===== config.mk =====
export PLATFORM = sky130hd
export DESIGN_NAME = idt_mac
export DESIGN_NICKNAME = d
export VERILOG_FILES = /design/src/idt_pkg.sv /design/src/idt_mac.sv
export SDC_FILE = /design/constraint.sdc
export NUM_CORES = 1
export LEC_CHECK = 0
export BUFFER_PORTS_ARGS = -buffer_cell sky130_fd_sc_hd__buf_2
export CAP_MARGIN = 25
export CELL_PAD_IN_SITES_DETAIL_PLACEMENT = 1
export CELL_PAD_IN_SITES_GLOBAL_PLACEMENT = 2
export CORE_ASPECT_RATIO = 1.5
export CORE_MARGIN = 2
export CORE_UTILIZATION = 39
export DETAILED_ROUTE_END_ITERATION = 8
export PLACE_DENSITY = 0.81
export SYNTH_ARGS = -nofsm -noshare
export SYNTH_HDL_FRONTEND = slang
export SYNTH_SLANG_ARGS = --single-unit

===== constraint.sdc =====
create_clock -name clk -period 18 [get_ports clk]
set_input_delay 2.7 -clock clk [delete_from_list [all_inputs] [get_ports clk]]
set_output_delay 2.7 -clock clk [all_outputs]
set_load 0.01 [all_outputs]

===== src/idt_pkg.sv =====
// shared types, codes and helper functions for the distance transform unit
package idt_pkg;

	localparam int MAX_WIDTH  = 256;
	localparam int MAX_HEIGHT = 256;
	localparam int FRAC_BITS  = 8;
	localparam logic [17:0] DIST_MAX = 18'h3FFFF;

	localparam logic [1:0] FUNC_LOAD = 2'd0;
	localparam logic [1:0] FUNC_RUN  = 2'd1;
	localparam logic [1:0] FUNC_READ = 2'd2;

	localparam logic [1:0] METRIC_EUCLID    = 2'd0;
	localparam logic [1:0] METRIC_MANHATTAN = 2'd1;
	localparam logic [1:0] METRIC_CHESS     = 2'd2;

	localparam logic [1:0] REG_WIDTH   = 2'd0;
	localparam logic [1:0] REG_HEIGHT  = 2'd1;
	localparam logic [1:0] REG_METRIC  = 2'd2;
	localparam logic [1:0] REG_INVERSE = 2'd3;

	typedef struct packed {
		logic [1:0] func;
		logic [7:0] pos_x;
		logic [7:0] pos_y;
		logic       mask_bit;
	} in_t;

	typedef struct packed {
		logic [17:0] distance;
		logic        done_res;
	} out_t;

	// one envelope entry: site column, segment start and column distance at the site
	typedef struct packed {
		logic [7:0]        site;
		logic signed [10:0] start;
		logic [9:0]        g;
	} env_t;

	function automatic logic [10:0] abs_diff(input logic signed [10:0] a, input logic [7:0] b);
		logic signed [11:0] d;
		d = 12'(a) - $signed({4'd0, b});
		abs_diff = d[11] ? 11'(-d) : d[10:0];
	endfunction

	// ordering key for manhattan and chessboard
	function automatic logic [23:0] fkey_lin(input logic [1:0] m, input logic signed [10:0] a,
			input logic [7:0] b, input logic [9:0] g);
		logic [10:0] dx;
		dx = abs_diff(a, b);
		if (m == METRIC_MANHATTAN) begin
			fkey_lin = 24'(dx) + 24'(g);
		end else begin
			fkey_lin = (dx > 11'(g)) ? 24'(dx) : 24'(g);
		end
	endfunction

	function automatic logic signed [21:0] sep_lin(input logic [1:0] m, input logic [7:0] i,
			input logic [7:0] u, input logic [9:0] gi, input logic [9:0] gu,
			input logic [9:0] inf);
		logic signed [21:0] si, su, sgi, sgu, sinf, mid, a, r;
		si   = $signed({14'd0, i});
		su   = $signed({14'd0, u});
		sgi  = $signed({12'd0, gi});
		sgu  = $signed({12'd0, gu});
		sinf = $signed({12'd0, inf});
		mid  = (si + su) >>> 1;
		if (m == METRIC_MANHATTAN) begin
			if (sgu >= sgi + su - si) begin
				r = sinf;
			end else if (sgi > sgu + su - si) begin
				r = -sinf;
			end else begin
				r = (sgu - sgi + su + si) >>> 1;
			end
		end else if (sgi <= sgu) begin
			a = si + sgu;
			r = (a > mid) ? a : mid;
		end else begin
			a = su - sgi;
			r = (a < mid) ? a : mid;
		end
		sep_lin = r;
	endfunction

	function automatic logic [17:0] lin_fixed(input logic [23:0] key);
		if (key > 24'(DIST_MAX >> FRAC_BITS)) begin
			lin_fixed = DIST_MAX;
		end else begin
			lin_fixed = 18'(key << FRAC_BITS);
		end
	endfunction

endpackage


===== src/idt_mac.sv =====
// shared signed multiply-accumulate unit
module idt_mac import idt_pkg::*; (
	input  logic               clk,
	input  logic               en,
	input  logic               clr,
	input  logic signed [11:0] a,
	input  logic signed [11:0] b,
	output logic signed [23:0] acc
);

	logic signed [23:0] acc_q;

	always_ff @(posedge clk) begin
		if (en) begin
			acc_q <= (clr ? 24'sd0 : acc_q) + a * b;
		end
	end

	assign acc = acc_q;

endmodule


## Word-level counts from Yosys, hierarchy flattened

Cells that the tools add are included.

- Input bits: 27
- Output and inout port bits: 24
- Register bits after elaboration: 24

- Add/sub/neg operators: 1
- Multiplexer cells: 1
- Multipliers: 1

Operators with widths:

| operator | count |
|---|---|
| adder 24 bit | 1 |
| multiplier 12 x 12 -> 24 bit | 1 |
| two-way mux 24 bit | 1 |

## Depth between registers and ports, before layout

- Word-level depth: 2
- Depth in mapped cells: 21
- Mapped depth without buffers: 20

## Worst setup path before layout

Ideal clock, no wire load.

- Kind: input -> register
- From: input port a[11]
- To: register acc_q[22], in the netlist acc[22] (data pin)
- Slack: 10.189 ns
- Setup time: 0.261 ns
- Buffers on the path: 2
- Stages: 17
- Arrival: 7.550 ns
- Cell sequence: clkbuf_1 > nand2_1 > fa_1 > fa_1 > inv_1 > fa_1 > fa_1 > fa_1 > ha_1 > ha_1 > buf_2 > a21o_1 > a21oi_1 > o21ai_0 > a31oi_4 > nor4b_2 > a311o_1

- Cells in the longest elaborated chain, start to end: 2

RTL lines:

| item | line | text |
|---|---|---|
| start: declaration | idt_mac.sv:6 | `input logic signed [11:0] a,` |
| multiplier 12 x 12 -> 24 bit | idt_mac.sv:15 | `acc_q <= (clr ? 24'sd0 : acc_q) + a * b;` |
| adder 24 bit | idt_mac.sv:15 |  |
| end signal: assignment | idt_mac.sv:15 |  |
| end: declaration | idt_mac.sv:11 | `logic signed [23:0] acc_q;` |

No other way between the ends.
A chain may end at the register's enable or synchronous reset.

## Worst setup path after layout

Ends and elaborated chain as after synthesis.

==> impl_metrics.yaml <==
status:
  status: "finished clean"
route:
  antenna_left: 0
  avgViaCountPerCell: 5.076
  drc_errors: 0
  drtIter0Drc: 128
  drt-total-wl_mm: 17.86
  dr.pass1.iters: 4
  wl_per_cell_um: 18.78
  via_count: 4827
floorplanning:
  core_um2: 17870
  fp.dieH_um: 169.0
  die_w_um: 114.0
  start_util_pct: 39.64
  io_pins: 51
  dieArea_um2: 19270
  rows: 60
cts:
  cts_root_buffer: "clkbuf_16"
  cts_buffer_depth: 2
  h-tree-depth: 1
  clk_pin_slew_ps: 70
  cts_sinks: 24
  ctsHoldBuffers: 0
  clk_latency_ps: 260
  post-cts-setup-buffers: 0
  cts_resized: 0
  numCtsBuffers: 3
  cts_tree: "built"
critical_path:
  endpoint_kind: "flip-flop"
  reg2reg_slack_ps: 13250
  cp.required_ps: 18010
  cp_max_fo: 12
  worstSetupStartpointType: "input port"
  crit_arrival_ps: 8040
  path_class: "input port to flip-flop"
cells_and_area:
  area_delta_synth_final_pct: 7.085
  drive_above_1_share_pct: 8.992
  post-route-util_pct: 42.44
  final_common_cell: "fa_1"
  nets: 988
  antenna_cells: 0
  fill_cells: 2056
  largest_reg_flops: 24
  final_cell_mix: "fa_1, inv_1, nand2_1"
global_routing:
  grt_pass1_vias: 5802
  antenna_found_initial: 0
  grt.overflow.total: 0
  grt_pass1_wl_mm: 29.73
  grtUsageTotal_pct: 19.99
  grt_max_degree: 25
placement:
  routabilityCongestion: 0.8219
  place_hpwl_mm: 15.69
  portBuffers: 50
timing:
  max_freq_mhz: 124.5
  fin_crit_sh_pct: 44.63
  skew_ps: 7.718
  finalSetupViolCount: 0
  worst_slew_pin_slew_ps: 699.4
  tns_ps: 0
  hold_viol: 0
  drv_slew: 0
  max_slew_margin_pct: 53.23
  fin_crit_ps: 8033
  rsz0062_at_grt: "false"
min_path:
  hp-class: "flip-flop to flip-flop"
synth:
  yosysSeqAreaShare_pct: 10.18
  avgSynthCellArea_um2: 10.03
  synth_nets: 959
  synthesis.area_um2: 7082
  ys_types: 44
  ys.warnings.count: 0
  ys_ff_latch: 24
  synthCells: 706
job:
  maxCapViolCount: 0
-- worst paths after layout --
path,start,end,cells past startpoint
max,a[11],acc[22]$_DFFE_PP_,17
max reg2reg,acc[9]$_DFFE_PP_,acc[22]$_DFFE_PP_,14
min reg2reg,acc[0]$_DFFE_PP_,acc[0]$_DFFE_PP_,2
min,acc[0]$_DFFE_PP_,acc[0]$_DFFE_PP_,2
-- metrics by stage --
stage	hold slack [ps]	worst slack, ps	area [µm²]	std cells
final	733.3	9967	7584	951
after global routing	809.5	9664	7584	951
after detailed placement	718.9	9712	7505	947
after global placement	682.9	9889	7505	947
after CTS	740.2	9994	7584	951
after floorplan	728.5	10190	7082	706
-- synthesized netlist by cell type --
cell       number  area (µm²)
a211oi_2        2       25.02
edfxtp_1       24       720.7
a21o_1          5       37.54
inv_1         157       589.3
nand2_1        80       300.3
or2_2           1       6.260
clkbuf_1       25       93.84
a31oi_1         3       18.77
xnor2_1        24       210.2
buf_2           1       5.000
ha_1           66       825.8
nand3_1         3       15.01
nor3_1          1       5.000
o21ai_0         3       15.01
nor2_1         15       56.30
nor2b_1         4       25.02
o31a_1          1       8.760
xor2_1          4       35.03
nor4_1          2       12.51
a211o_1         1       8.760
a21oi_1        10       50.05
o31ai_1         1       7.510
o311ai_0        1       8.760
o21a_1          4       30.03
a41oi_4         1       27.53
nor2b_4         1       13.76
a211oi_1        1       7.510
o21bai_1        2       15.01
nand4_1         1       6.260
inv_2           1       3.750
o21ai_1         4       20.02
fa_1          160        3203
nand2b_1       24       150.1
a31oi_4         1       21.27
a21oi_2         2       17.52
and2_1         61       381.6
o2bb2ai_1       1       8.760
a21boi_2        1       11.26
or3b_2          1       8.760
o211ai_1        1       7.510
nor4b_2         1       15.01
a311o_1         2       20.02
o2111ai_4       1       26.28
and3_1          1       6.260
-- logic make-up after synthesis --
group | after synthesis | synth area share, %
compound gates | 48 | 5.548
flops | 24 | 10.18
buf+inv | 184 | 9.770
fa+ha+maj | 226 | 56.89
simple gates | 196 | 14.15
xor+xnor | 28 | 3.463
-- critical path, stage by stage --
cell	delay, ps
buf_2	220
and2_1	210
inv_1	70
fa_1	950
fa_1	520
inv_1	90
fa_1	450
fa_1	570
fa_1	430
ha_1	290
ha_1	350
a21o_1	240
a21oi_1	190
o21ai_0	150
a31oi_4	220
nor4b_2	80
a311o_1	310
-- final cells by class --
class	count	area [µm²]	share of cell area [%]
Clock buffer	3	75.07	0.9899
Clock inverter	1	3.754	0.04950
Inverter	158	593.1	7.820
Multi-Input combinational cell	498	5669	74.76
Sequential cell	24	720.7	9.503
Tap cell	217	271.5	3.580
Timing Repair Buffer	50	250.2	3.300
-- routing by layer --
| metal | wire, µm | track usage, % | vias up |
|---|---|---|---|
| li1 | - | - | 2163 |
| met1 | 5857 | 20.61 | 2573 |
| met2 | 11270 | 42.24 | 64 |
| met3 | 259 | 1.396 | 27 |
| met4 | 468 | 4.507 | 0 |
| met5 | 0 | 0 | - |
Power is not shown: default switching activity piles up to over one toggle a cycle in this logic, so the estimate is an artifact.
