[config.mk]
export PLATFORM = sky130hd
export DESIGN_NAME = idt_div
export DESIGN_NICKNAME = d
export VERILOG_FILES = /design/src/idt_pkg.sv /design/src/idt_div.sv
export SDC_FILE = /design/constraint.sdc
export NUM_CORES = 1
export LEC_CHECK = 0
export ABC_AREA = 0
export BUFFER_PORTS_ARGS = -buffer_cell sky130_fd_sc_hd__buf_2
export CORE_MARGIN = 2
export CORE_UTILIZATION = 28
export CTS_CLUSTER_SIZE = 40
export DETAILED_ROUTE_END_ITERATION = 7
export GPL_TIMING_DRIVEN = 0
export HOLD_SLACK_MARGIN = 0.08
export PLACE_DENSITY = 0.44
export SLEW_MARGIN = 0
export SYNTH_ARGS = -nofsm -noshare
export SYNTH_HDL_FRONTEND = slang
export SYNTH_SLANG_ARGS = --single-unit
[constraint.sdc]
create_clock -name clk -period 3.3 [get_ports clk]
set_input_delay 0.66 -clock clk [delete_from_list [all_inputs] [get_ports clk]]
set_output_delay 0.66 -clock clk [all_outputs]
set_load 0.005 [all_outputs]
[src/idt_pkg.sv]
// shared types, codes and helper functions for the distance transform unit
package idt_pkg;

	localparam int MAX_WIDTH  = 256;
	localparam int MAX_HEIGHT = 256;
	localparam int FRAC_BITS  = 8;
	localparam logic [17:0] DIST_MAX = 18'h3FFFF;

	localparam logic [1:0] FUNC_LOAD = 2'd0;
	localparam logic [1:0] FUNC_RUN  = 2'd1;
	localparam logic [1:0] FUNC_READ = 2'd2;

	localparam logic [1:0] METRIC_EUCLID    = 2'd0;
	localparam logic [1:0] METRIC_MANHATTAN = 2'd1;
	localparam logic [1:0] METRIC_CHESS     = 2'd2;

	localparam logic [1:0] REG_WIDTH   = 2'd0;
	localparam logic [1:0] REG_HEIGHT  = 2'd1;
	localparam logic [1:0] REG_METRIC  = 2'd2;
	localparam logic [1:0] REG_INVERSE = 2'd3;

	typedef struct packed {
		logic [1:0] func;
		logic [7:0] pos_x;
		logic [7:0] pos_y;
		logic       mask_bit;
	} in_t;

	typedef struct packed {
		logic [17:0] distance;
		logic        done_res;
	} out_t;

	// one envelope entry: site column, segment start and column distance at the site
	typedef struct packed {
		logic [7:0]        site;
		logic signed [10:0] start;
		logic [9:0]        g;
	} env_t;

	function automatic logic [10:0] abs_diff(input logic signed [10:0] a, input logic [7:0] b);
		logic signed [11:0] d;
		d = 12'(a) - $signed({4'd0, b});
		abs_diff = d[11] ? 11'(-d) : d[10:0];
	endfunction

	// ordering key for manhattan and chessboard
	function automatic logic [23:0] fkey_lin(input logic [1:0] m, input logic signed [10:0] a,
			input logic [7:0] b, input logic [9:0] g);
		logic [10:0] dx;
		dx = abs_diff(a, b);
		if (m == METRIC_MANHATTAN) begin
			fkey_lin = 24'(dx) + 24'(g);
		end else begin
			fkey_lin = (dx > 11'(g)) ? 24'(dx) : 24'(g);
		end
	endfunction

	function automatic logic signed [21:0] sep_lin(input logic [1:0] m, input logic [7:0] i,
			input logic [7:0] u, input logic [9:0] gi, input logic [9:0] gu,
			input logic [9:0] inf);
		logic signed [21:0] si, su, sgi, sgu, sinf, mid, a, r;
		si   = $signed({14'd0, i});
		su   = $signed({14'd0, u});
		sgi  = $signed({12'd0, gi});
		sgu  = $signed({12'd0, gu});
		sinf = $signed({12'd0, inf});
		mid  = (si + su) >>> 1;
		if (m == METRIC_MANHATTAN) begin
			if (sgu >= sgi + su - si) begin
				r = sinf;
			end else if (sgi > sgu + su - si) begin
				r = -sinf;
			end else begin
				r = (sgu - sgi + su + si) >>> 1;
			end
		end else if (sgi <= sgu) begin
			a = si + sgu;
			r = (a > mid) ? a : mid;
		end else begin
			a = su - sgi;
			r = (a < mid) ? a : mid;
		end
		sep_lin = r;
	endfunction

	function automatic logic [17:0] lin_fixed(input logic [23:0] key);
		if (key > 24'(DIST_MAX >> FRAC_BITS)) begin
			lin_fixed = DIST_MAX;
		end else begin
			lin_fixed = 18'(key << FRAC_BITS);
		end
	endfunction

endpackage

[src/idt_div.sv]
// iterative restoring divider, one quotient bit per cycle
module idt_div import idt_pkg::*; (
	input  logic        clk,
	input  logic        arst_n,
	input  logic        start,
	input  logic [21:0] dividend,
	input  logic [9:0]  divisor,
	output logic        done,
	output logic [21:0] quotient
);

	logic        busy_q;
	logic        done_q;
	logic [4:0]  cnt_q;
	logic [10:0] rem_q;
	logic [21:0] quo_q;
	logic [9:0]  den_q;
	logic [10:0] trial;
	logic        ge;

	assign trial = {rem_q[9:0], quo_q[21]};
	assign ge    = trial >= {1'b0, den_q};

	always_ff @(posedge clk or negedge arst_n) begin
		if (!arst_n) begin
			busy_q <= 1'b0;
			done_q <= 1'b0;
			cnt_q  <= '0;
		end else begin
			done_q <= 1'b0;
			if (start) begin
				busy_q <= 1'b1;
				cnt_q  <= 5'd21;
			end else if (busy_q) begin
				cnt_q <= cnt_q - 5'd1;
				if (cnt_q == 5'd0) begin
					busy_q <= 1'b0;
					done_q <= 1'b1;
				end
			end
		end
	end

	always_ff @(posedge clk) begin
		if (start) begin
			rem_q <= '0;
			quo_q <= dividend;
			den_q <= divisor;
		end else if (busy_q) begin
			rem_q <= ge ? (trial - {1'b0, den_q}) : trial;
			quo_q <= {quo_q[20:0], ge};
		end
	end

	assign done     = done_q;
	assign quotient = quo_q;

endmodule

### Yosys cells after proc, flatten, opt, wreduce, memory -nomap -nowiden

Cells that the tools add are included.

| storage, ports and cells | value |
|---|---|
| register bits after elaboration | 49 |
| input bits | 35 |
| output and inout bits | 23 |
| word-level logic and storage cells | 22 |

| operators by class | value |
|---|---|
| mux-type cells | 11 |
| $add $sub $neg | 2 |
| reductions and logical operators | 2 |
| order comparisons | 1 |

Operators by type and width:

| kind | number |
|---|---|
| $mux 22 | 2 |
| $ge 11x10->1 | 1 |
| $mux 10 | 1 |
| $mux 5 | 2 |
| $sub 10x10->10 | 1 |
| $mux 1 | 6 |
| $logic_not 5->1 | 1 |
| $sub 5x1->5 const B | 1 |
| $reduce_bool 2->1 | 1 |

### Logic depth before layout (Yosys ltp)

Gate-level depths: netlist of run 1.

| depth | value |
|---|---|
| word-level depth | 4 |
| gate-level depth with buffers | 10 |
| mapped depth without buffers | 10 |

### Worst setup path before layout of run 1

Ideal clock, no wire load.

| path | value |
|---|---|
| path type | register -> register |
| start point | reg quo_q[21], in the netlist quotient[21] |
| end point | reg rem_q[6] |
| setup time | 0.086 ns |
| required time | 3.214 ns |
| arrival | 1.946 ns |
| period minus slack after synthesis | 2.032 ns |
| setup slack | 1.268 ns |
| cell stages (with the launch flop) | 11 |
| buffers on the path | 0 |
| cell sequence | edfxtp_1 > inv_1 > ha_1 > inv_1 > fa_1 > a21o_1 > a22oi_1 > nor2b_1 > xnor2_1 > mux2i_1 > a211oi_1 |

| on the way | value |
|---|---|
| longest elaborated chain between the ends | 2 |
| elaborated cells between the ends (all ways) | 3 |
| those cells by class | add/sub (1); order compare (1); mux (1) |

Ends and longest elaborated chain:

| item | line | source |
|---|---|---|
| from (decl) | idt_div.sv:16 | `logic [21:0] quo_q;` |
| from (signal assigned) | idt_div.sv:47 | `quo_q <= dividend;` |
| from (signal assigned) | idt_div.sv:51 | `quo_q <= {quo_q[20:0], ge};` |
| $sub 10x10->10 or $ge 11x10->1 (tied branches) | idt_div.sv:50, idt_div.sv:22 |  |
| $mux 10 (*) | idt_div.sv:50 | `rem_q <= ge ? (trial - {1'b0, den_q}) : trial;` |
| to (signal assigned) | idt_div.sv:50 |  |
| to (decl) | idt_div.sv:15 | `logic [10:0] rem_q;` |

Mark *: on every way between the ends. The rest lies on a longest branch, timed or not.
A chain may end at the register's enable or synchronous reset.

### Worst setup path after layout of run 1

Same ends and word-level chain as after synthesis.

==> metrics.cfg, run 1 <==
[synth]
post-synth-top-count-cell = edfxtp_1
yosys-top-cells-area = edfxtp_1 (38%), mux2_2 (9.8%), dfxtp_1 (8.0%)
syn_nets = 254
seq_area_frac_synth_pct = 53.11
syn_inst = 206
synthFlopType = edfxtp_1
synth_area_per_cell_um2 = 12.21
synth-edff-count = 32
syn-cell-area_mm2 = 0.002516
synth_common_cells = edfxtp_1 (32), mux2_2 (22), nor2_1 (15)
async_flop_share_pct = 14.29
yosys.area.top_type_share_pct = 38.19
ys_ff_latch = 49
yosys.area.top_type = edfxtp_1
synth_cell_types = 41
yosysWarnings = 0

[hold_path]
holdCritPathClass = in -> async

[route]
drc_errors = 0
wl_per_cell_um = 13.98
routed_wl_um = 5299
dr.first_iter.drc_count = 46
first_pass_iters = 4
routed_via_density = 4.588
detail-route-antenna-nets = 0
vias = 1739

[sta]
finalMaxSlewViolations = 0
tightest_slew_ps = 616.6
fmax_mhz = 450.5
slew_headroom_pct = 58.89
finalSetupTns_ps = 0
fin_crit_sh_pct = 67.27
finClkSkew_ps = 10.37
hold_viol = 0
final.min_clock_period_ps = 2220
setup_viol = 0
rsz0062_at_grt = no

[layout]
multi_input_comb_area_mm2 = 0.001086
diodes = 0
final_util_pct = 34.69
area_growth_pct = 20.24
layout.nets = 318
drive_above_1_share_pct = 34.32
fillers = 880
final-seq-area_mm2 = 0.001336

[die]
core_area_mm2 = 0.008721
die_area_mm2 = 0.009760
initial_core_util_pct = 28.85
die_y_um = 98.80
chipWidth_um = 98.80
ios = 58
row_count = 34

[worst_setup_path]
crit_required_ps = 3520
worstPathArrival_ps = 2440
startpoint = quotient[21]
crit_path_start_kind = flip-flop
reg2reg_depth = 10
worstReg2RegEnd = rem_q[6]
critPathCaptureType = flip-flop
worst_r2r_startpoint = quotient[21]
path_max_fanout = 2
rrSetupSlack_ps = 1080
crit_type = reg -> reg

[clocking]
cts_buffer_depth = 2
clock-sinks = 49
cts.clk_slew.worst_paths_ps = 100
post_cts_buffers = 0
htreeDepth = 2
clockRootBuffer = clkbuf_8
cts_buffers = 5
cts_tree = done
hold_buffers = 0
clkLatencyLatePin_ps = 310
cts_resized = 0

[placed_design]
port_buffers = 57
dp.final_hpwl_um = 3792
place.gp.congestion = 0.8038

[pwr]
p_per_area_mw_per_mm2 = 440.5
peakVddDrop_v = 0.0001771
power_leakage_nw = 1.265

[global_routing]
grt_pass1_wl_um = 9066
grt_antenna_before_repair = 0
overflow = 0
first_global_vias = 1807
track_usage_pct = 11.70
grt_max_degree = 23

[flow_run]
max_cap_violations = 0

[run_status]
status = complete, no violations

==> critical path, cell delays in order (launching register included) <==
cell	delay (ps)
edfxtp_1	400
inv_1	80
ha_1	160
inv_1	50
fa_1	390
a21o_1	210
a22oi_1	210
nor2b_1	200
xnor2_1	130
mux2i_1	90
a211oi_1	210
==> final cells by class <==
| class | instances | area share, % |
|---|---|---|
| buffer | 9 | 1.365 |
| sequential | 49 | 44.17 |
| inverter | 14 | 1.737 |
| timing repair buffer | 57 | 9.429 |
| clock inverter | 2 | 0.5376 |
| clock buffer | 6 | 2.399 |
| tap | 108 | 4.467 |
| multi-input combinational | 134 | 35.90 |
==> flip-flops by register name, summed over array words and instances (netlist names) <==
signal    flops
busy_q        1
cnt_q         5
den_q        10
done          1
quotient     22
rem_q        10
==> power breakdown <==
part	switching, mW	total, mW	leakage [nW]	internal [mW]
combinational	0.108	0.226	0.730	0.118
clock	0.220	0.371	0.0414	0.152
sequential	0.0257	0.735	0.493	0.710
==> kinds of logic after synthesis <==
| kind of cell | count (synthesis) | share of synthesized area, % |
|---|---|---|
| xor gates and xnor gates | 11 | 3.829 |
| DFF | 49 | 53.11 |
| buffers and inverters | 23 | 3.729 |
| adders and majority gates | 13 | 6.763 |
| muxes | 30 | 13.08 |
| and+or+nand+nor | 46 | 9.647 |
| AOI/OAI and AO/OA | 34 | 9.846 |
==> cell usage in the layout, fill, tap and decap left out, types with 2 or more instances in the layout <==
cell type,instances
inv_1,14
a21oi_1,8
dfrtp_1,7
a21o_1,6
o21ai_0,2
dfxtp_1,10
buf_2,57
nor3_1,5
xnor2_1,8
clkbuf_1,8
mux2i_1,7
edfxtp_1,32
and3_1,2
a211oi_1,10
mux2_2,22
or2_2,2
clkbuf_8,5
nand2_1,6
nand3_1,2
nor2b_1,2
xor2_1,3
nand2b_1,5
nor2_1,15
ha_1,12
==> worst max path at each step <==
| stage | endpoint | slack [ps] | depth (start not counted) |
|---|---|---|---|
| 3_5_place_dp | quotient[11] | 730 | 4 |
| 5_1_grt | rem_q[6] | 840 | 10 |
| 4_1_cts | quotient[21] | 1050 | 4 |
| 3_3_place_gp | quotient[11] | 690 | 4 |
| 2_1_floorplan | rem_q[6] | 1270 | 10 |
| 6_report | rem_q[6] | 1080 | 10 |
==> per-layer routing <==
| metal | GRT usage (%) | up-vias | share of wire (%) |
|---|---|---|---|
| met5 | 0 | - | 0 |
| met4 | 3.793 | 0 | 1.5 |
| met3 | 2.199 | 6 | 2.0 |
| met2 | 19.02 | 20 | 48 |
| met1 | 15.74 | 833 | 49 |
| li1 | - | 880 | - |
==> through the flow <==
| stage | worst slack [ps] | power, mW | instance area, um^2 | cells | hold WS [ps] |
|---|---|---|---|---|---|
| after CTS | 1047 | 1.355 | 3025 | 379 | 169.7 |
| after floorplan | 1268 | 0.8935 | 2516 | 206 | 364.4 |
| after global placement | 691.9 | 0.9767 | 2937 | 371 | 497.2 |
| final | 1080 | 1.333 | 3025 | 379 | 168.1 |
| after detailed placement | 727.3 | 0.9789 | 2937 | 371 | 502.2 |
| after global routing | 843.6 | 1.414 | 3025 | 379 | 163.6 |
Note: power is estimated with default switching activity, not from simulation.
==> inputs of run 2 (changes only) <==
ABC_AREA = 1   (was 0)
PLACE_DENSITY = 0.45   (was 0.44)
clock period = 1.8 ns   (was 3.3 ns; I/O delays follow)
==> run 2 against run 1 <==
Critical path depth unchanged. Non-clock buffer count up 11. Fmax up 29%. Clock skew up 6.7 ps. Global-route usage up 2.0 points. Utilization up 3.9 points. Worst hold slack better by 46 ps. Critical path type unchanged.
==> metrics.cfg, run 2 <==
[route]
detail-route-antenna-nets = 0  ; unchanged
dr.first_iter.drc_count = 82  ; was 46
routed_via_density = 4.294  ; was 4.588
vias = 2267  ; was 1739
routed_wl_um = 6661  ; was 5299 um
drc_errors = 0  ; unchanged
first_pass_iters = 4  ; unchanged
wl_per_cell_um = 12.62  ; was 13.98 um

[synth]
synth-edff-count = 32  ; unchanged
seq_area_frac_synth_pct = 49.31  ; was 53.11%
yosys.area.top_type_share_pct = 35.46  ; was 38.19%
yosys.area.top_type = edfxtp_1  ; unchanged
syn_nets = 370  ; was 254
async_flop_share_pct = 14.29  ; unchanged
yosysWarnings = 0  ; unchanged
ys_ff_latch = 49  ; unchanged
yosys-top-cells-area = edfxtp_1 (35%), nand2_1 (17%), dfxtp_1 (7.4%)  ; was edfxtp_1 (38%), mux2_2 (9.8%), dfxtp_1 (8.0%)
post-synth-top-count-cell = nand2_1  ; was edfxtp_1
synthFlopType = edfxtp_1  ; unchanged
syn_inst = 322  ; was 206
syn-cell-area_mm2 = 0.002710  ; was 0.002516 mm^2
synth_common_cells = nand2_1 (125), inv_1 (44), edfxtp_1 (32)  ; was edfxtp_1 (32), mux2_2 (22), nor2_1 (15)
synth_cell_types = 33  ; was 41
synth_area_per_cell_um2 = 8.416  ; was 12.21 um^2

[sta]
final.min_clock_period_ps = 1726  ; was 2220 ps
fin_crit_sh_pct = 95.86  ; was 67.27%
tightest_slew_ps = 614.7  ; was 616.6 ps
rsz0062_at_grt = yes  ; was no
finClkSkew_ps = 17.09  ; was 10.37 ps
whs_ps = 214.0  ; was 168.1 ps
finalMaxSlewViolations = 0  ; unchanged
fmax_mhz = 579.5  ; was 450.5 MHz
worst_slack_ps = 74.45  ; was 1080 ps
slew_headroom_pct = 58.97  ; was 58.89%
setup_viol = 0  ; unchanged
hold_viol = 0  ; unchanged

[die]
ios = 58  ; unchanged
row_count = 35  ; was 34
initial_core_util_pct = 29.05  ; was 28.85%
core_area_mm2 = 0.009328  ; was 0.008721 mm^2
chipWidth_um = 102.4  ; was 98.80 um
die_y_um = 102.4  ; was 98.80 um
die_area_mm2 = 0.01048  ; was 0.009760 mm^2

[pwr]
p_total_mw = 4.546  ; was 1.333 mW
power_leakage_nw = 1.738  ; was 1.265 nW
peakVddDrop_v = 0.0003519  ; was 0.0001771 V
p_sw_share_pct = 39.43  ; was 26.51%
intPower_mw = 2.753  ; was 0.9795 mW
p_per_area_mw_per_mm2 = 1263  ; was 440.5 mW/mm^2
power_frac_seq_pct = 34.4  ; was 55.2%
p_clk_share_pct = 16.2  ; was 27.9%
p_sw_mw = 1.793  ; was 0.3533 mW
combPwrFrac_pct = 49.5  ; was 17.0%

[global_routing]
grt_pass1_wl_um = 11120  ; was 9066 um
track_usage_pct = 13.71  ; was 11.70%
overflow = 0  ; unchanged
grt_antenna_before_repair = 0  ; unchanged
first_global_vias = 2361  ; was 1807
grt_max_degree = 17  ; was 23

[layout]
final_area_mm2 = 0.003598  ; was 0.003025 mm^2
final_util_pct = 38.58  ; was 34.69%
diodes = 0  ; unchanged
layout.nets = 446  ; was 318
drive_above_1_share_pct = 33.08  ; was 34.32%
final_common_cell = nand2_1  ; was buf_2
area_growth_pct = 32.78  ; was 20.24%
final_cell_mix = nand2_1 (119), buf_2 (58), inv_1 (37)  ; was buf_2 (57), edfxtp_1 (32), mux2_2 (22)
largest_reg_flops = 22  ; unchanged

[placed_design]
port_buffers = 57  ; unchanged
place.gp.congestion = 0.8078  ; was 0.8038
dp_slack_ps = -791.8  ; was 727.3 ps
dp.final_hpwl_um = 4513  ; was 3792 um
placed_area_mm2 = 0.003157  ; was 0.002937 mm^2

[worst_setup_path]
crit_path_start_kind = flip-flop  ; unchanged
path_max_fanout = 7  ; was 2
critPathCaptureType = flip-flop  ; unchanged
crit_required_ps = 1870  ; was 3520 ps
worstPathArrival_ps = 1800  ; was 2440 ps
crit_type = reg -> reg  ; unchanged

[clocking]
cts.clk_slew.worst_paths_ps = 100  ; about the same
clkLatencyLatePin_ps = 310  ; about the same
htreeDepth = 2  ; unchanged
cts_tree = done  ; unchanged
clockRootBuffer = clkbuf_8  ; unchanged
clock-sinks = 49  ; unchanged
cts_buffers = 5  ; unchanged
cts_buffer_depth = 2  ; unchanged

[run_status]
status = complete, no violations  ; unchanged

[hold_path]
holdCritPathClass = in -> reg  ; was in -> async

[flow_run]
max_cap_violations = 0  ; unchanged

[run 2: cell count changes after synthesis, sizes merged, moves of 6 or more]
cell    previous run  this run
a211oi            10         0
inv               14        44
mux2              23         0
mux2i              7         0
nand2              6       132
nand3              2        27
nand3b             0         6
[run 2: repair_timing]
item | 4_1_cts | 5_1_grt
buffers inserted | 5 | 3
gates cloned | 1 | 2
endpoints found under the hold margin | 7 | 0
pin swaps | 2 | 27
resized for setup | 10 | 37
endpoints found under the setup margin | 29 | 11
hold buffers | 1 | 0
[run 2: kinds of logic after synthesis]
| group | share of synthesized area, % |
|---|---|
| compound gates | 4.109 |
| xor+xnor | 0.9697 |
| fa+ha+maj | 6.279 |
| buf+inv | 8.864 |
| flops | 49.31 |
| simple gates | 30.47 |
[run 2: through the flow]
step           setup TNS [ps]  instances
3_5_place_dp           -23650        508
3_3_place_gp           -24750        508
6_report                    0        528
2_1_floorplan               0        322
4_1_cts                     0        523
5_1_grt                -140.1        528
[run 2: worst paths after layout]
path / from / end / slack (ps) / depth (start not counted)
max: den_q[2] / quotient[0] / 70 / 10
min: divisor[3] / den_q[3] / 210 / 1
max reg2reg: den_q[2] / quotient[0] / 70 / 10
min reg2reg: rem_q[8] / rem_q[8] / 490 / 2
max in group asynchronous: arst_n / cnt_q[3] / 1240 / 2
min in group asynchronous: arst_n / cnt_q[1] / 390 / 2
[run 2: worst max-delay path, stage by stage, from the launching register on]
cell	delay [ps]
edfxtp_1	390
inv_2	80
ha_4	190
buf_8	130
nand2_4	50
nor2_2	40
nand2_1	70
nor2_2	50
nor2_4	230
buf_8	160
a31oi_1	80
[run 2: power by group through the flow]
stage / logic [mW] / registers (mW) / clock network [mW]
6_report: 2.25 / 1.56 / 0.734
5_1_grt: 2.55 / 1.59 / 0.797
4_1_cts: 1.82 / 1.53 / 0.764
3_5_place_dp: 1.76 / 1.54 / 0
3_3_place_gp: 1.76 / 1.55 / 0
2_1_floorplan: 1.36 / 1.53 / 0
[run 2: cell type report]
class	instances	area [um^2]
fill	1005	5729
multi-input combinational	219	1338
sequential	49	1336
timing repair buffer	68	405.4
inverter	45	172.7
tap	129	161.4
clock buffer	6	82.58
buffer	9	78.83
clock inverter	2	16.27
timing repair inverter	1	7.507
[run 2: routing by layer]
metal | track usage (%) | part of all wire, % | vias to the layer above
li1 | - | - | 1176
met1 | 17.70 | 47 | 1026
met2 | 21.91 | 45 | 55
met3 | 4.241 | 6.3 | 10
met4 | 4.513 | 1.6 | 0
met5 | 0 | 0 | -
==> inputs of run 3 (changes only) <==
GPL_TIMING_DRIVEN = not set   (was 0)
PLACE_DENSITY = not set   (was 0.45)
==> run 3 against run 2 <==
Clock-buffer cell count is 1 lower. Sequential cell count is the same. Non-clock buffer count is 1 lower. Global-route usage is 1.1 points lower. Die area unchanged. Total power rose by 2.9%. Highest routed layer unchanged.
==> metrics.cfg, run 3 (synthesis gave the netlist of run 2 again) <==
[clocking]
cts_buffers = 5  ; unchanged
clock-sinks = 49  ; unchanged
cts_tree = done  ; unchanged
htreeDepth = 2  ; unchanged
clkLatencyLatePin_ps = 310  ; about the same
cts.clk_slew.worst_paths_ps = 100  ; about the same
clockRootBuffer = clkbuf_8  ; unchanged
cts_buffer_depth = 2  ; unchanged

[pwr]
peakVddDrop_v = 0.0004480  ; was 0.0003519 V
p_per_area_mw_per_mm2 = 1303  ; was 1263 mW/mm^2
p_total_mw = 4.679  ; was 4.546 mW
power_leakage_nw = 1.743  ; was 1.738 nW

[route]
detail-route-antenna-nets = 0  ; unchanged
vias = 2256  ; was 2267
drc_errors = 0  ; unchanged
first_pass_iters = 4  ; unchanged
wl_per_cell_um = 11.98  ; was 12.62 um
routed_wl_um = 6300  ; was 6661 um
dr.first_iter.drc_count = 93  ; was 82
routed_via_density = 4.289  ; was 4.294

[sta]
fin_crit_sh_pct = 96.06  ; was 95.86%
finClkSkew_ps = 12.34  ; was 17.09 ps
rsz0062_at_grt = yes  ; unchanged
hold_viol = 0  ; unchanged
final.min_clock_period_ps = 1729  ; was 1726 ps
slew_headroom_pct = 80.87  ; was 58.97%
tightest_slew_ps = 287.0  ; was 614.7 ps
finalMaxSlewViolations = 0  ; unchanged
setup_viol = 0  ; unchanged
whs_ps = 219.9  ; was 214.0 ps
fmax_mhz = 578.3  ; was 579.5 MHz

[layout]
final-seq-area_mm2 = 0.001336  ; unchanged
stdcell_count = 526  ; was 528
largest_reg_flops = 22  ; unchanged
drive_above_1_share_pct = 31.23  ; was 33.08%
fillers = 945  ; was 1005
area_growth_pct = 32.55  ; was 32.78%
diodes = 0  ; unchanged
layout.nets = 444  ; was 446
final_common_cell = nand2_1  ; unchanged
multi_input_comb_area_mm2 = 0.001325  ; was 0.001338 mm^2
final_cell_mix = nand2_1 (119), buf_2 (57), inv_1 (41)  ; was nand2_1 (119), buf_2 (58), inv_1 (37)

[hold_path]
holdPathStages = 1  ; unchanged
holdCritPathClass = in -> reg  ; unchanged

[die]
core_area_mm2 = 0.009328  ; unchanged
initial_core_util_pct = 29.05  ; unchanged
die_y_um = 102.4  ; unchanged
ios = 58  ; unchanged
die_area_mm2 = 0.01048  ; unchanged
row_count = 35  ; unchanged
chipWidth_um = 102.4  ; unchanged

[placed_design]
dp.final_hpwl_um = 4337  ; was 4513 um
port_buffers = 57  ; unchanged
placedCellCount = 514  ; was 508
place.gp.congestion = 0.8466  ; was 0.8078

[worst_setup_path]
worstPathArrival_ps = 1930  ; was 1800 ps
crit_type = reg -> reg  ; unchanged
path_max_fanout = 7  ; unchanged
crit_path_start_kind = flip-flop  ; unchanged
crit_required_ps = 2000  ; was 1870 ps
critPathCaptureType = flip-flop  ; unchanged
reg2reg_depth = 10  ; unchanged

[run_status]
status = complete, no violations  ; unchanged

[global_routing]
track_usage_pct = 12.59  ; was 13.71%
grt_pass1_wl_um = 10380  ; was 11120 um
first_global_vias = 2296  ; was 2361
grt_antenna_before_repair = 0  ; unchanged
grt_max_degree = 28  ; was 17
overflow = 0  ; unchanged

[flow_run]
max_cap_violations = 0  ; unchanged

run 3: path summary, 6_finish.rpt:
path | end | slack (ps) | startpoint
setup / recovery | rem_q[1] | 70 | den_q[2]
hold / removal | den_q[9] | 220 | divisor[9]
setup reg to reg | rem_q[1] | 70 | den_q[2]
hold reg to reg | rem_q[5] | 470 | rem_q[5]
max in group asynchronous | cnt_q[1] | 1230 | arst_n
min in group asynchronous | busy_q | 400 | arst_n
run 3: cell type report:
type                    instances  area share, %
clock buffers                   5          1.916
clock inverters                 3          1.916
inverters                      45          4.702
multi-input cells             219          36.89
flip-flops and latches         49          37.20
well taps                     129          4.493
repair buffers                 76          12.89
run 3: routing by layer:
layer	track usage, %	share of wire (%)	up-vias
met5	0	0	-
met4	4.513	1.9	0
met3	3.488	6.9	11
met2	20.45	44	67
met1	16.11	47	1006
li1	-	-	1172
run 3: critical path, cell delays in order (launching register included):
cell	delay, ps
edfxtp_1	330
inv_1	60
ha_4	310
nand2_1	70
nor2_1	150
nand2_1	80
nor2_2	160
nor2_4	80
buf_6	150
a21oi_2	140
o21ai_1	90
run 3: power by group:
part | internal [mW] | switching (mW) | leakage, nW
combinational | 0.981 | 1.18 | 1.17
clock | 0.560 | 0.396 | 0.0687
sequential | 1.40 | 0.162 | 0.501
total | 2.94 | 1.74 | 1.74
run 3: repair_timing:
| item | in CTS | in global routing |
|---|---|---|
| endpoints found under the setup margin | 11 | 11 |
| hold buffers | 1 | 0 |
| resized for setup | 4 | 32 |
| buffers inserted | 0 | 3 |
| pin swaps | 0 | 11 |
| hold endpoints to repair | 7 | 0 |
run 3: stage by stage:
step / setup slack (ps) / TNS [ps] / utilization (%) / area (um^2)
after CTS: 1.084 / 0 / 36.35 / 3391
final: 70.84 / 0 / 38.51 / 3592
after detailed placement: -13.81 / -25.99 / 34.55 / 3223
after global routing: -13.44 / -48.24 / 38.51 / 3592
after global placement: -0.8631 / -0.8631 / 34.55 / 3223
after floorplan: 63.48 / 0 / - / 2710
